$ cat config.mk
export PLATFORM = sky130hd
export DESIGN_NAME = bbd_interp
export DESIGN_NICKNAME = d
export VERILOG_FILES = /design/src/rtl/bbd_pkg.sv /design/src/rtl/bbd_interp.sv
export SDC_FILE = /design/constraint.sdc
export NUM_CORES = 1
export LEC_CHECK = 0
export ABC_AREA = 0
export ABC_CLOCK_PERIOD_IN_PS = 6800
export BUFFER_PORTS_ARGS = -buffer_cell sky130_fd_sc_hd__buf_2
export CAP_MARGIN = 20
export CORE_UTILIZATION = 30
export DETAILED_ROUTE_END_ITERATION = 8
export SLEW_MARGIN = 20
export SYNTH_ARGS = -nofsm -noshare
export SYNTH_HDL_FRONTEND = slang
export SYNTH_SLANG_ARGS = --single-unit
$ cat constraint.sdc
create_clock -name vclk -period 6.8
set_clock_uncertainty 0.2 [all_clocks]
set_input_delay 1.7 -clock vclk [all_inputs]
set_output_delay 1.7 -clock vclk [all_outputs]
set_load 0.1 [all_outputs]
$ cat src/rtl/bbd_pkg.sv
// ----------------------------------------------------------------------------
// bbd_pkg
// Shared types and constants for the bilinear Bayer demosaic block.
// ----------------------------------------------------------------------------
package bbd_pkg;

    localparam int BBD_MAX_WIDTH = 1024;   // default line store depth
    localparam int SAMPLE_W      = 8;
    localparam int FWIDTH_W      = 11;     // frame_width register
    localparam int FHEIGHT_W     = 12;     // frame_height register
    localparam int ROW_W         = 12;
    localparam int CFG_DATA_W    = 12;

    localparam logic [FWIDTH_W-1:0]  FWIDTH_RESET  = FWIDTH_W'(320);
    localparam logic [FHEIGHT_W-1:0] FHEIGHT_RESET = FHEIGHT_W'(200);

    typedef enum logic [0:0] {
        REG_FRAME_WIDTH  = 1'b0,
        REG_FRAME_HEIGHT = 1'b1
    } cfg_reg_t;

    typedef logic [SAMPLE_W-1:0] sample_t;

    // Per-pixel control carried from the counter stage to interpolation
    typedef struct packed {
        logic emit;     // interior pixel, produce a result
        logic last;     // last interior pixel of the frame
        logic x_odd;    // interior column parity
        logic y_odd;    // interior row parity
    } pix_info_t;

endpackage

$ cat src/rtl/bbd_interp.sv
// ----------------------------------------------------------------------------
// bbd_interp
// Bilinear color reconstruction from a 3x3 raw window.
// ----------------------------------------------------------------------------
module bbd_interp
    import bbd_pkg::*;
(
    input  sample_t   win [9],    // row-major, index 4 is the center
    input  pix_info_t info,
    output sample_t   red,
    output sample_t   green,
    output sample_t   blue
);

    logic [8:0] hor_sum;
    logic [8:0] ver_sum;
    logic [9:0] crs_sum;
    logic [9:0] dia_sum;
    sample_t    ctr;
    sample_t    hor;
    sample_t    ver;
    sample_t    crs;
    sample_t    dia;

    always_comb
    begin
        hor_sum = {1'b0, win[3]} + {1'b0, win[5]};
        ver_sum = {1'b0, win[1]} + {1'b0, win[7]};
        crs_sum = {1'b0, hor_sum} + {1'b0, ver_sum};
        dia_sum = ({2'b00, win[0]} + {2'b00, win[2]}) + ({2'b00, win[6]} + {2'b00, win[8]});
        ctr = win[4];
        hor = hor_sum[8:1];
        ver = ver_sum[8:1];
        crs = crs_sum[9:2];
        dia = dia_sum[9:2];

        unique case ({info.y_odd, info.x_odd})
            2'b11:
            begin
                red = ctr; green = crs; blue = dia;
            end
            2'b10:
            begin
                red = hor; green = ctr; blue = ver;
            end
            2'b01:
            begin
                red = ver; green = ctr; blue = hor;
            end
            default:
            begin
                red = dia; green = crs; blue = ctr;
            end
        endcase
    end

endmodule

==> flow_summary_export.csv, run 1 <==
group,metric,value,unit
outcome,status,"finished, final reports clean",
setup_path,crit_slowest_cell,"fa_1",
timing,rsz0062_at_grt,"yes",
drt,avgViaCountPerCell,5.18,
timing,slew_viol_final,0,
synth,syn_inst,343,
global_routing,grt_use_total,16.6,%
drt,drc,0,
finish,clock_buffers,0,
finish,nNetsFinal,564,
synth,yosys_warnings,0,
power,p_leak,0.00166,µW
setup_path,start_kind,"input port",
timing,tightest_slew,0.635,ns
power,comb_power_share,100.0,%
timing,fmax,148,MHz
setup_path,cp.required,4.90,ns
finish,fin_cells,535,
drt,wirelength,7.27,mm
die,coreArea,7890,µm²
global_routing,grt_pass1_wl,11.9,mm
die,row_count,32,
power,power.density,264,nW/µm²
synth,ys_seq_area_share,0,%
global_routing,antenna_found_initial,0,
synth,yosysUniqueCellTypes,59,
synth,synth_area_leader_cell,"ha_1",
finish,drive_gt1_share,30.5,%
drt,avgRoutedWirePerCell,13.6,µm
synth,syn_nets,472,
synth,syn-cell-area,2510,µm²
die,dieArea,8720,µm²
drt,dr.first_iter.drc_count,156,
setup_path,crit_buf_inv,4,
flow_run,max_cap_violations,0,
timing,setup_tns,0,ns
power,vdd_ir_drop_max,0.191,mV
setup_path,cp_top_family,"adder cells",
placed_design,port_buffers,98,
timing,final-hold-violation-count,0,
power,switching_share,66.8,%
setup_path,cp_cell_sequence,"buf_6, inv_2, fa_1, inv_2, fa_1, nand2_1, nor2_2, fa_2, a211oi_2, nor2_2, o311a_4, a2111o_1, o211ai_1, clkbuf_16",
power,power_frac_clock,0,%
finish,n_antenna_cell,0,
global_routing,grt_start_max_net_pins,20,
timing,setup_ws,0.0365,ns
timing,setup_viol,0,
global_routing,gr-total-overflow,0,
placed_design,dpl.hpwl,6.34,mm
setup_path,critPathCaptureType,"primary output",
die,die_h,93.4,µm
finish,seqCellArea,0,µm²
power,internal-power,293,µW
die,dieWidth,93.4,µm
finish,fin_util,42.4,%
placed_design,post-place-ws,0.0598,ns
drt,drt.antenna.violating_nets,0,
drt,vias,2771,
power,power_switching,589,µW
die,start_util,31.8,%
die,io_pins,100,
timing,final.period_utilization,99.5,%
global_routing,grt_pass1_vias,2697,
synth,synth.area.top_cells,"ha_1, fa_1, inv_1, nand2_1, a21oi_1",
placed_design,place_congestion,0.865,
synth,synth_top_cell_area_share,17.5,%
timing,holdWs,3.66,ns
synth,synth.avg_cell_area,7.31,µm²
setup_path,cp_max_fo,4,
setup_path,critPathKind,"input port to primary output",
finish,design.seq.count,0,
setup_path,cp.arrival,4.86,ns
min_path,hp-class,"input port to primary output",
power,pwr-share-seq,0,%
finish,mostFrequentLayoutCells,"buf_2, inv_1, ha_1, nand2_1, nor2_1",
finish,mostFrequentLayoutCell,"buf_2",
clock_tree,holdBufCountCts,0,
drt,drt_pass1_iterations,4,
setup_path,slowest_delay,0.55,ns
timing,slew-limit-headroom,57.7,%
finish,area_growth,33.5,%
placed_design,dp_cells,534,
timing,post-route-min-period,6.76,ns
## cell usage after synthesis, types with 3 or more instances
library cell	number
a21oi_1	16
o31ai_1	5
a31oi_1	3
o31a_1	4
inv_1	61
o21ai_0	14
nand2b_1	8
o2111ai_1	4
nor3b_1	6
fa_1	18
a221oi_1	8
nor2_1	20
a222oi_1	4
a22oi_1	3
nand3_1	9
xnor2_1	5
xor2_1	9
a2bb2oi_1	4
clkbuf_1	10
nand2_1	23
o21a_1	6
a211oi_1	6
ha_1	35
nor4_1	3
or3_1	3
nor3_1	11
o211ai_1	3
## cells by family (layout without fill, tap and decap cells)
logic type	count (synthesis)	after routing	synth area share, %
buf+inv	74	164	11.1
fa+ha+maj	53	53	31.9
simple gates	95	95	19.5
xor+xnor	14	14	4.89
compound gates	104	104	31.4
mux	3	3	1.25
## through the flow
stage	area, µm²	power (µW)
after floorplan	2610	665
after global placement	3290	849
after detailed placement	3290	861
after CTS	3290	865
after global routing	3350	948
final	3350	882
## final timing paths
check	startpoint	endpoint	cells after the start	slack, ns
setup / recovery	win[1]	blue[5]	14	0.04
hold / removal	win[36]	blue[4]	3	3.66
## power by group through the flow
stage                     clock, µW  combinational (µW)  sequential, µW
after global routing              0                 948               0
after CTS                         0                 865               0
after global placement            0                 849               0
after floorplan                   0                 665               0
final                             0                 882               0
after detailed placement          0                 861               0
## worst min-delay path, stage by stage
cell	delay (ns)
buf_2	0.13
a2bb2oi_2	0.16
buf_12	0.17
## layer usage
metal / GRT usage (%) / share of wire, % / vias to the layer above
met5: 0 / 0 / -
met4: 0.385 / 0.19 / 0
met3: 0.813 / 5.7 / 2
met2: 30.6 / 48 / 83
met1: 22.3 / 47 / 1264
li1: - / - / 1422
## timing repair
action,4_1_cts,5_1_grt
endpoints found under the setup margin,0,5
buffers inserted,0,1
gates resized for setup,0,18
## area by class of cell
cell class         count  area (µm²)
multi-input cells    269        2350
repair buffers       102         632
inverters             62         233
well taps            102         128
fillers              831        4540
No activity file was read; power rests on OpenSTA's default activity.
==> run 2, diff against run 1 <==
--- a/config.mk
+++ b/config.mk
@@ -9,8 +9,10 @@
 export ABC_CLOCK_PERIOD_IN_PS = 6800
 export BUFFER_PORTS_ARGS = -buffer_cell sky130_fd_sc_hd__buf_2
 export CAP_MARGIN = 20
+export CORE_MARGIN = 3
 export CORE_UTILIZATION = 30
 export DETAILED_ROUTE_END_ITERATION = 8
+export PLACE_DENSITY = 0.51
 export SLEW_MARGIN = 20
 export SYNTH_ARGS = -nofsm -noshare
 export SYNTH_HDL_FRONTEND = slang
==> flow_summary_export.csv, run 2 (synthesized netlist as in run 1, its figures left out) <==
group,metric,value,unit
outcome,status,"finished, final reports clean",
placed_design,post-place-ws,0.0801,ns
drt,drt_pass1_iterations,6,
timing,final-hold-violation-count,0,
timing,holdWs,3.64,ns
global_routing,grt_pass1_wl,12.1,mm
power,pwr-share-seq,0,%
setup_path,crit_slowest_cell,"fa_1",
die,dieArea,9490,µm²
timing,tightest_slew,0.695,ns
setup_path,crit_buf_inv,4,
power,internal-power,293,µW
drt,avgRoutedWirePerCell,13.8,µm
flow_run,max_cap_violations,0,
min_path,hp-class,"input port to primary output",
power,vdd_ir_drop_max,0.204,mV
setup_path,start_kind,"input port",
drt,drt.antenna.violating_nets,0,
setup_path,cp.required,4.90,ns
timing,slew_viol_final,0,
die,start_util,31.6,%
power,power.density,259,nW/µm²
die,dieWidth,97.4,µm
placed_design,port_buffers,98,
setup_path,cp_cell_sequence,"buf_2, inv_1, fa_1, inv_1, fa_1, nand2_1, nor2_1, fa_2, a211oi_2, nor2_2, o311a_1, a2111o_1, o211ai_1, clkbuf_16",
timing,setup_viol,0,
finish,mostFrequentLayoutCell,"buf_2",
timing,post-route-min-period,6.69,ns
finish,drive_gt1_share,29.9,%
power,power_switching,580,µW
drt,avgViaCountPerCell,5.19,
global_routing,grt_use_total,14.7,%
placed_design,dpl_cell_area,3320,µm²
drt,wirelength,7.36,mm
placed_design,dpl.hpwl,6.38,mm
timing,rsz0062_at_grt,"yes",
finish,seqCellArea,0,µm²
setup_path,cp_max_fo,4,
global_routing,grt_start_max_net_pins,20,
power,comb_power_share,100.0,%
timing,fmax,149,MHz
power,power,873,µW
die,coreArea,7930,µm²
timing,final.period_utilization,98.4,%
timing,slew-limit-headroom,53.7,%
global_routing,grt_pass1_vias,2665,
global_routing,antenna_found_initial,0,
setup_path,slowest_delay,0.53,ns
power,p_leak,0.00167,µW
die,die_h,97.4,µm
finish,clock_buffers,0,
drt,dr.first_iter.drc_count,131,
die,io_pins,100,
power,switching_share,66.5,%
setup_path,critPathKind,"input port to primary output",
finish,final_area,3370,µm²
placed_design,place_congestion,0.769,
die,row_count,32,
finish,area_growth,34.4,%
global_routing,gr-total-overflow,0,
finish,n_antenna_cell,0,
finish,mostFrequentLayoutCells,"buf_2, inv_1, ha_1, nand2_1, nor2_1",
setup_path,cp.arrival,4.79,ns
drt,vias,2773,
setup_path,cp_top_family,"adder cells",
drt,drc,0,
power,power_frac_clock,0,%
finish,design.seq.count,0,
setup_path,critPathCaptureType,"primary output",
finish,nNetsFinal,563,
timing,setup_ws,0.111,ns
## run 2: worst paths after layout
kind | cells after the start | endpoint | from
worst min-delay path | 4 | green[5] | win[37]
worst max-delay path | 14 | blue[5] | win[1]
## run 2: final cells by class
class	instances	area, µm²
fillers	863	4560
inverters	62	233
multi-input cells	269	2360
well taps	102	128
repair buffers	101	652
## run 2: routing by layer
| metal | share of wire, % | vias to the layer above | global-route usage [%] | wire [µm] |
|---|---|---|---|---|
| li1 | - | 1424 | - | - |
| met1 | 49 | 1284 | 21.4 | 3580 |
| met2 | 48 | 65 | 25.8 | 3520 |
| met3 | 3.5 | 0 | 0.359 | 257 |
| met4 | 0 | 0 | 0 | 0 |
| met5 | 0 | - | 0 | 0 |
## run 2: what timing repair did
| item | CTS | global route |
|---|---|---|
| hold buffers | 0 | 0 |
| setup endpoints to repair | 0 | 6 |
| resized for setup | 0 | 15 |
| hold endpoints to repair | 0 | 0 |
| setup buffers | 0 | 0 |
## run 2: power groups by stage
stage	logic (µW)	registers [µW]	clock network, µW
after detailed placement	862	0	0
after floorplan	665	0	0
after global placement	857	0	0
after global routing	942	0	0
final	873	0	0
after CTS	867	0	0
## run 2: per-stage QoR
step | TNS, ns | instances | util [%]
2_1_floorplan | -0.402 | 343 | -
3_3_place_gp | 0 | 534 | 41.9
3_5_place_dp | 0 | 534 | 41.9
4_1_cts | 0 | 534 | 41.9
5_1_grt | -0.0317 | 534 | 42.5
6_report | 0 | 534 | 42.5
